### src/rtl/ksc_pkg.sv
// ksc_pkg: shared types, code point constants and the kana vowel class table
// for the kana script converter. No dependencies.
package ksc_pkg;

	localparam int CpW      = 21;
	localparam int ModeW    = 2;
	localparam int VclassW  = 3;
	localparam int TabLen   = 82;
	localparam int TabIdxW  = $clog2(TabLen);
	localparam int ApbDataW = 32;
	localparam int ApbAddrW = 3;

	typedef logic [CpW-1:0]      cpoint_t;
	typedef logic [ModeW-1:0]    mode_t;
	typedef logic [VclassW-1:0]  vclass_t;
	typedef logic [ApbAddrW-1:0] apb_addr_t;
	typedef logic [ApbDataW-1:0] apb_data_t;

	// mode register codes
	localparam mode_t MODE_PASS = 2'd0;
	localparam mode_t MODE_K2H  = 2'd1;
	localparam mode_t MODE_H2K  = 2'd2;

	// register indexes
	localparam logic REG_MODE = 1'b0;

	// vowel classes
	localparam vclass_t VC_NONE = 3'd0;
	localparam vclass_t VC_A    = 3'd1;
	localparam vclass_t VC_I    = 3'd2;
	localparam vclass_t VC_U    = 3'd3;
	localparam vclass_t VC_E    = 3'd4;
	localparam vclass_t VC_O    = 3'd5;

	localparam cpoint_t HIRA_LO    = 21'h03041;
	localparam cpoint_t HIRA_HI    = 21'h03096;
	localparam cpoint_t KATA_LO    = 21'h030A1;
	localparam cpoint_t KATA_HI    = 21'h030F6;
	localparam cpoint_t SMALL_KA   = 21'h030F5;
	localparam cpoint_t SMALL_KE   = 21'h030F6;
	localparam cpoint_t PROLONG    = 21'h030FC;
	localparam cpoint_t KANA_SHIFT = 21'h00060;
	localparam cpoint_t KATA_VU    = 21'h030F4;
	localparam cpoint_t KATA_VA    = 21'h030F7;
	localparam cpoint_t KATA_VI    = 21'h030F8;
	localparam cpoint_t KATA_VE    = 21'h030F9;
	localparam cpoint_t KATA_VO    = 21'h030FA;
	localparam cpoint_t HIRA_A     = 21'h03042;
	localparam cpoint_t HIRA_I     = 21'h03044;
	localparam cpoint_t HIRA_U     = 21'h03046;
	localparam cpoint_t HIRA_E     = 21'h03048;
	localparam cpoint_t HIRA_TAB_END = HIRA_LO + cpoint_t'(TabLen);
	localparam cpoint_t KATA_TAB_END = KATA_LO + cpoint_t'(TabLen);

	// vowel class of the kana at offset i from small a (hiragana or katakana)
	localparam vclass_t VOWEL_TAB [0:TabLen-1] = '{
		VC_A, VC_A, VC_I, VC_I, VC_U, VC_U, VC_E, VC_E, VC_O, VC_O,
		VC_A, VC_A, VC_I, VC_I, VC_U, VC_U, VC_E, VC_E, VC_O, VC_O,
		VC_A, VC_A, VC_I, VC_I, VC_U, VC_U, VC_E, VC_E, VC_O, VC_O,
		VC_A, VC_A, VC_I, VC_I, VC_U, VC_U, VC_U, VC_E, VC_E, VC_O, VC_O,
		VC_A, VC_I, VC_U, VC_E, VC_O,
		VC_A, VC_A, VC_A, VC_I, VC_I, VC_I, VC_U, VC_U, VC_U,
		VC_E, VC_E, VC_E, VC_O, VC_O, VC_O,
		VC_A, VC_I, VC_U, VC_E, VC_O,
		VC_A, VC_A, VC_U, VC_U, VC_O, VC_O,
		VC_A, VC_I, VC_U, VC_E, VC_O,
		VC_A, VC_A, VC_I, VC_E, VC_O
	};

	function automatic vclass_t vowel_of(input cpoint_t c);
		cpoint_t dh;
		cpoint_t dk;
		vclass_t v;
		dh = c - HIRA_LO;
		dk = c - KATA_LO;
		v  = VC_NONE;
		if (c >= HIRA_LO && c < HIRA_TAB_END) begin
			v = VOWEL_TAB[dh[TabIdxW-1:0]];
		end else if (c >= KATA_LO && c < KATA_TAB_END) begin
			v = VOWEL_TAB[dk[TabIdxW-1:0]];
		end else begin
			case (c)
				KATA_VU:  v = VC_U;
				SMALL_KA: v = VC_A;
				SMALL_KE: v = VC_E;
				KATA_VA:  v = VC_A;
				KATA_VI:  v = VC_I;
				KATA_VE:  v = VC_E;
				KATA_VO:  v = VC_O;
				default:  v = VC_NONE;
			endcase
		end
		return v;
	endfunction

endpackage

### src/rtl/kana_script_converter_top.sv
// kana_script_converter_top: kana script converter, input register, conversion
// logic and result register. Depends on ksc_pkg, ksc_cfg and ksc_convert.
//
// Usage:
//   The item channel (item_valid, item_stall, code_point, start_of_text) takes
//   one Unicode code point per transfer; start_of_text marks the first point
//   of a new text and clears the vowel history before it is converted.
//   The result channel (result_valid, result_stall, out_point) gives exactly
//   one converted point per input transfer, in order.
//   The mode register (apb, byte address 0) selects pass through, katakana
//   to hiragana or hiragana to katakana; write it only while the block is idle.
//   An accepted point passes the input register, then the result register,
//   to out_point. Throughput is one point per cycle while result_stall is low,
//   set by the single input-register to result-register path; the vowel class
//   of the last output is the only state carried from one point to the next.
//   When the receiver stalls, the result register holds; one more point may
//   wait in the input register, after which item_stall goes high.
//   Reset clears both valid flags, the vowel history and the mode (pass).
module kana_script_converter_top (
	input  logic               clk,
	input  logic               arst_n,
	input  logic               psel,
	input  logic               penable,
	input  logic               pwrite,
	input  ksc_pkg::apb_addr_t paddr,
	input  ksc_pkg::apb_data_t pwdata,
	output ksc_pkg::apb_data_t prdata,
	output logic               pready,
	input  logic               item_valid,
	output logic               item_stall,
	input  ksc_pkg::cpoint_t   code_point,
	input  logic               start_of_text,
	output logic               result_valid,
	input  logic               result_stall,
	output ksc_pkg::cpoint_t   out_point
);
	import ksc_pkg::*;

	mode_t   mode;
	logic    valid_s1;
	cpoint_t code_s1;
	logic    sot_s1;
	logic    valid_s2;
	cpoint_t point_s2;
	vclass_t prev_class_q;
	vclass_t prev_class;
	cpoint_t conv;
	vclass_t conv_class;
	logic    adv_s2;
	logic    adv_s1;

	ksc_cfg u_cfg (
		.clk     (clk),
		.arst_n  (arst_n),
		.psel    (psel),
		.penable (penable),
		.pwrite  (pwrite),
		.paddr   (paddr),
		.pwdata  (pwdata),
		.prdata  (prdata),
		.pready  (pready),
		.mode    (mode)
	);

	// result register can load when empty or being drained this cycle
	assign adv_s2     = !valid_s2 || !result_stall;
	assign adv_s1     = valid_s1 && adv_s2;
	assign item_stall = valid_s1 && !adv_s2;

	always_ff @(posedge clk or negedge arst_n) begin
		if (!arst_n) begin
			valid_s1 <= 1'b0;
		end else if (!item_stall) begin
			valid_s1 <= item_valid;
		end
	end

	always_ff @(posedge clk) begin
		if (item_valid && !item_stall) begin
			code_s1 <= code_point;
			sot_s1  <= start_of_text;
		end
	end

	// start of text drops the history for this point
	assign prev_class = sot_s1 ? VC_NONE : prev_class_q;

	ksc_convert u_convert (
		.mode       (mode),
		.code       (code_s1),
		.prev_class (prev_class),
		.conv       (conv),
		.conv_class (conv_class)
	);

	always_ff @(posedge clk or negedge arst_n) begin
		if (!arst_n) begin
			valid_s2     <= 1'b0;
			prev_class_q <= VC_NONE;
		end else begin
			if (adv_s2) begin
				valid_s2 <= valid_s1;
			end
			if (adv_s1) begin
				prev_class_q <= conv_class;
			end
		end
	end

	always_ff @(posedge clk) begin
		if (adv_s1) begin
			point_s2 <= conv;
		end
	end

	assign result_valid = valid_s2;
	assign out_point    = point_s2;

	a_hold_when_full: assert property (@(posedge clk) disable iff (!arst_n)
		valid_s1 && valid_s2 && result_stall |-> item_stall)
		else $error("input taken while both stages are full and stalled");

	a_pass_through: assert property (@(posedge clk) disable iff (!arst_n)
		adv_s1 && mode == MODE_PASS |=> out_point == $past(code_s1))
		else $error("pass mode changed a code point");

	a_drain: assert property (@(posedge clk) disable iff (!arst_n)
		valid_s2 && !result_stall && !valid_s1 |=> !result_valid)
		else $error("result repeated after transfer");

endmodule

### src/rtl/ksc_cfg.sv
// ksc_cfg: apb register file holding the conversion mode register.
// Depends on ksc_pkg.
module ksc_cfg (
	input  logic               clk,
	input  logic               arst_n,
	input  logic               psel,
	input  logic               penable,
	input  logic               pwrite,
	input  ksc_pkg::apb_addr_t paddr,
	input  ksc_pkg::apb_data_t pwdata,
	output ksc_pkg::apb_data_t prdata,
	output logic               pready,
	output ksc_pkg::mode_t     mode
);
	import ksc_pkg::*;

	mode_t mode_q;
	logic  reg_sel;

	// register index is the word address
	assign reg_sel = paddr[ApbAddrW-1];
	assign pready  = 1'b1;

	always_ff @(posedge clk or negedge arst_n) begin
		if (!arst_n) begin
			mode_q <= MODE_PASS;
		end else if (psel && penable && pwrite && pready && reg_sel == REG_MODE) begin
			mode_q <= pwdata[ModeW-1:0];
		end
	end

	always_comb begin
		prdata = '0;
		if (reg_sel == REG_MODE) begin
			prdata = {{(ApbDataW-ModeW){1'b0}}, mode_q};
		end
	end

	assign mode = mode_q;

endmodule

### src/rtl/ksc_convert.sv
// ksc_convert: converts one code point for the current mode and gives the
// vowel class of the converted point. Depends on ksc_pkg.
module ksc_convert (
	input  ksc_pkg::mode_t   mode,
	input  ksc_pkg::cpoint_t code,
	input  ksc_pkg::vclass_t prev_class,
	output ksc_pkg::cpoint_t conv,
	output ksc_pkg::vclass_t conv_class
);
	import ksc_pkg::*;

	always_comb begin
		conv = code;
		case (mode)
			MODE_K2H: begin
				if (code == SMALL_KA || code == SMALL_KE) begin
					conv = code;
				end else if (code == PROLONG) begin
					// prolonged mark takes the vowel of the previous output, u after an o vowel
					case (prev_class)
						VC_A:    conv = HIRA_A;
						VC_I:    conv = HIRA_I;
						VC_U:    conv = HIRA_U;
						VC_E:    conv = HIRA_E;
						VC_O:    conv = HIRA_U;
						default: conv = code;
					endcase
				end else if (code inside {[KATA_LO:KATA_HI]}) begin
					conv = code - KANA_SHIFT;
				end
			end
			MODE_H2K: begin
				if (code inside {[HIRA_LO:HIRA_HI]}) begin
					conv = code + KANA_SHIFT;
				end
			end
			default: conv = code;
		endcase
	end

	assign conv_class = vowel_of(conv);

endmodule

### config.mk
export PLATFORM = sky130hd
export DESIGN_NAME = kana_script_converter_top
export DESIGN_NICKNAME = d
export VERILOG_FILES = /design/src/rtl/ksc_pkg.sv /design/src/rtl/kana_script_converter_top.sv /design/src/rtl/ksc_cfg.sv /design/src/rtl/ksc_convert.sv
export SDC_FILE = /design/constraint.sdc
export NUM_CORES = 1
export LEC_CHECK = 0
export BUFFER_PORTS_ARGS = -buffer_cell sky130_fd_sc_hd__buf_4
export CAP_MARGIN = 20
export CORE_ASPECT_RATIO = 0.9
export CORE_MARGIN = 5
export CORE_UTILIZATION = 52
export CTS_BUF_LIST = sky130_fd_sc_hd__clkbuf_8 sky130_fd_sc_hd__clkbuf_16
export CTS_CLUSTER_DIAMETER = 30
export DETAILED_ROUTE_END_ITERATION = 10
export PLACE_DENSITY = 0.79
export RECOVER_POWER = 100
export SLEW_MARGIN = 20
export SYNTH_ARGS = -nofsm -noshare
export SYNTH_HDL_FRONTEND = slang
export SYNTH_SLANG_ARGS = --single-unit
### constraint.sdc
create_clock -name clk -period 5.36 [get_ports clk]
set_input_delay 0.804 -clock clk [delete_from_list [all_inputs] [get_ports clk]]
set_output_delay 0.804 -clock clk [all_outputs]
set_load 0.03 [all_outputs]
==> reports/qor.yml <==
outcome:
  status: "complete, no violations"
cts:
  cts_inserted_buffers: 5
  cts_setup_buffers: 0
  clockBufferDepth: 2
  cts_tree: "built"
  clock_latency_ns: 0.31
  htreeDepth: 2
  path_clk_slew_ns: 0.09
  cts-root-buf: "clkbuf_8"
  cts-resized-gates: 0
  ctsHoldBuffers: 0
  cts.sinks: 50
synthesis:
  yosysTopAreaCell: "edfxtp_1"
  synth_xor_area_frac: 0.0272
  synth_cell_types: 76
  synthCells: 381
  synthMuxAreaShare: 0.0391
  synth_sequential_area_ratio: 0.389
  synthAdderAreaFrac: 0.0630
  avgSynthCellArea_um2: 9.90
  async_flop_share: 0.140
  synth_top_family_by_area: "simple AND/OR/NAND/NOR gates"
  yosys_warnings: 0
  yosys.cell_count.top_type: "edfxtp_1"
  ys_seq_elements: 50
  synth_compound_area_frac: 0.143
  synth_area_leaders: "edfxtp_1, buf_4, ha_1"
  synth_top_area_share: 0.342
  synthSimpleGateAreaFrac: 0.229
  synth_edf_count: 43
  syn_area_um2: 3770
  ys.flop_type: "edfxtp_1"
  synth.top_cells.by_count: "edfxtp_1, buf_4, nor2_1"
pwr:
  powerDensity_nw_per_um2: 388
  leakagePower_nw: 1.64
  intPower_w: 0.000907
  p_comb_frac: 0.515
  p_sw_w: 0.000686
  p_sw_frac: 0.431
  p_clk_frac: 0.168
  sequentialPowerShare: 0.317
  total_power_w: 0.00159
  ir_drop_v: 0.000181
worst_hold_path:
  worstHoldPathType: "in2async"
layout:
  seqCellArea_um2: 1470
  area_delta_synth_final_pct: 8.75
  multi_input_area_um2: 1990
  antenna_cells: 0
  drive_gt1_frac: 0.132
  nets: 514
  fillCellCount: 662
  stdcell_area_um2: 4100
  utilization: 0.580
timing:
  finalCritPeriodShare: 0.916
  skew_ns: 0.00977
  fmax_mhz: 204
  relSlewSlack: 0.0948
  worst_slew_pin_slew_ns: 1.36
  fin_crit_ns: 4.91
  hold_viol_final: 0
  hold_slack_ns: 0.380
  final.setup.tns_ns: 0
  setup_violations: 0
  rsz0062_at_grt: "false"
  drv_slew: 0
drt:
  via_per_inst: 5.94
  drcViolationCount: 0
  avgRoutedWirePerCell_um: 16.1
  drt-initial-drc-count: 188
  detail-route-antenna-nets: 0
  firstDrtPassIters: 5
  wl_um: 8450
  vias: 3117
critical_path:
  crit_top_cell: "ha_1"
  cp_num_buf_inv: 3
  critPathMaxFanout: 16
  required_ns: 5.55
  cp-start-kind: "flip-flop"
  cp.arrival_ns: 5.10
  path_cells: "or4_4, nor4_4, clkbuf_1, and4_1, nor2_1, buf_4, ha_1, ha_1, inv_1, ha_1, mux4_2, nor2_1, o41ai_1, a22oi_1, o21ai_1"
  slowest_stage: "ha_1"
  crit_type: "reg2reg"
  path_delay_family: "simple AND/OR/NAND/NOR gates"
  critical_path.max_stage_delay_ns: 0.64
  cp-end-kind: "flip-flop"
die:
  fp.dieH_um: 90.8
  pin_count: 120
  std_cell_rows: 29
  start_util: 0.533
  core_area_um2: 7080
  die_x_um: 99.8
  die_area_um2: 9060
placed_design:
  hpwl_um: 6430
  gp_congestion: 0.917
  portBuffers: 56
  dpl_cell_area_um2: 4120
global_routing:
  grt_max_degree: 25
  grt_pass1_wl_um: 13600
  grt_pass1_vias: 2899
  grt-ovfl-total: 0
  track_usage: 0.182
  grt_antenna_before_repair: 0
run:
  maxCapViolCount: 0
==> routing by layer <==
metal / GRT usage / up-vias / wire [µm]
met1: 0.251 / 1489 / 3690
met2: 0.291 / 170 / 3870
met3: 0.0355 / 11 / 803
met4: 0.0455 / 0 / 88
met5: 0 / - / 0
li1: - / 1447 / -
==> layout make-up <==
cell class                      instances  area share
Inverter                               20      0.0186
Timing Repair Buffer                   60      0.0832
Sequential cell                        50       0.357
Tap cell                               93      0.0284
Clock inverter                          3      0.0110
Multi-Input combinational cell        294       0.485
Clock buffer                            5      0.0168
==> worst register-to-register path, cell delays in order, from the launching register on <==
cell	delay, ns
edfxtp_1	0.44
or4_4	0.60
nor4_4	0.22
clkbuf_1	0.35
and4_1	0.43
nor2_1	0.07
buf_4	0.17
ha_1	0.31
ha_1	0.65
inv_1	0.26
ha_1	0.35
mux4_2	0.48
nor2_1	0.13
o41ai_1	0.10
a22oi_1	0.16
o21ai_1	0.09
==> layout by cell type (no fill, tap or decap), types with 11 or more instances in the layout <==
| cell | instances |
|---|---|
| o21ai_0 | 11 |
| inv_1 | 19 |
| nand3_1 | 12 |
| clkbuf_4 | 23 |
| conb_1 | 31 |
| nor2_1 | 25 |
| edfxtp_1 | 43 |
| nand2_1 | 24 |
| ha_1 | 19 |
| clkbuf_1 | 29 |
==> power by group through the flow <==
stage / clock, W / combinational (W) / sequential (W)
after CTS: 0.000272 / 0.000842 / 0.000505
after detailed placement: 0 / 0.000836 / 0.000514
after global placement: 0 / 0.000823 / 0.000511
after floorplan: 0 / 0.000640 / 0.000557
after global routing: 0.000289 / 0.000900 / 0.000510
final: 0.000267 / 0.000821 / 0.000505
==> per-stage QoR <==
step,setup slack [ns],std cells
after global placement,0.801,517
after CTS,0.714,525
after global routing,0.158,525
after floorplan,1.33,410
after detailed placement,0.711,517
final,0.452,525
==> registers in the layout, indices dropped and copies added (netlist names) <==
register / cells
u_cfg.mode: 2
prev_class_q: 3
out_point: 21
sot_s1: 1
code_s1: 21
valid_s1: 1
result_valid: 1
==> worst paths after layout <==
check | startpoint | to | slack, ns | cells past startpoint
worst max register to register | code_s1[9] | prev_class_q[2] | 0.45 | 15
worst max-delay path | code_s1[9] | prev_class_q[2] | 0.45 | 15
worst min-delay path | arst_n | result_valid | 0.38 | 1
worst min register to register | valid_s1 | result_valid | 0.52 | 1
min in group clk | valid_s1 | result_valid | 0.52 | 1
max in group asynchronous | arst_n | prev_class_q[0] | 4.71 | 1
==> cell families after synthesis <==
logic type	count (synthesis)
flip-flops	50
multiplexers	13
buffers and inverters	66
AND/OR/NAND/NOR	145
adder cells (fa/ha/maj)	19
XOR/XNOR	10
other	2
AO/OA/AOI/OAI	76
Note: power is estimated with default switching activity, not from simulation.
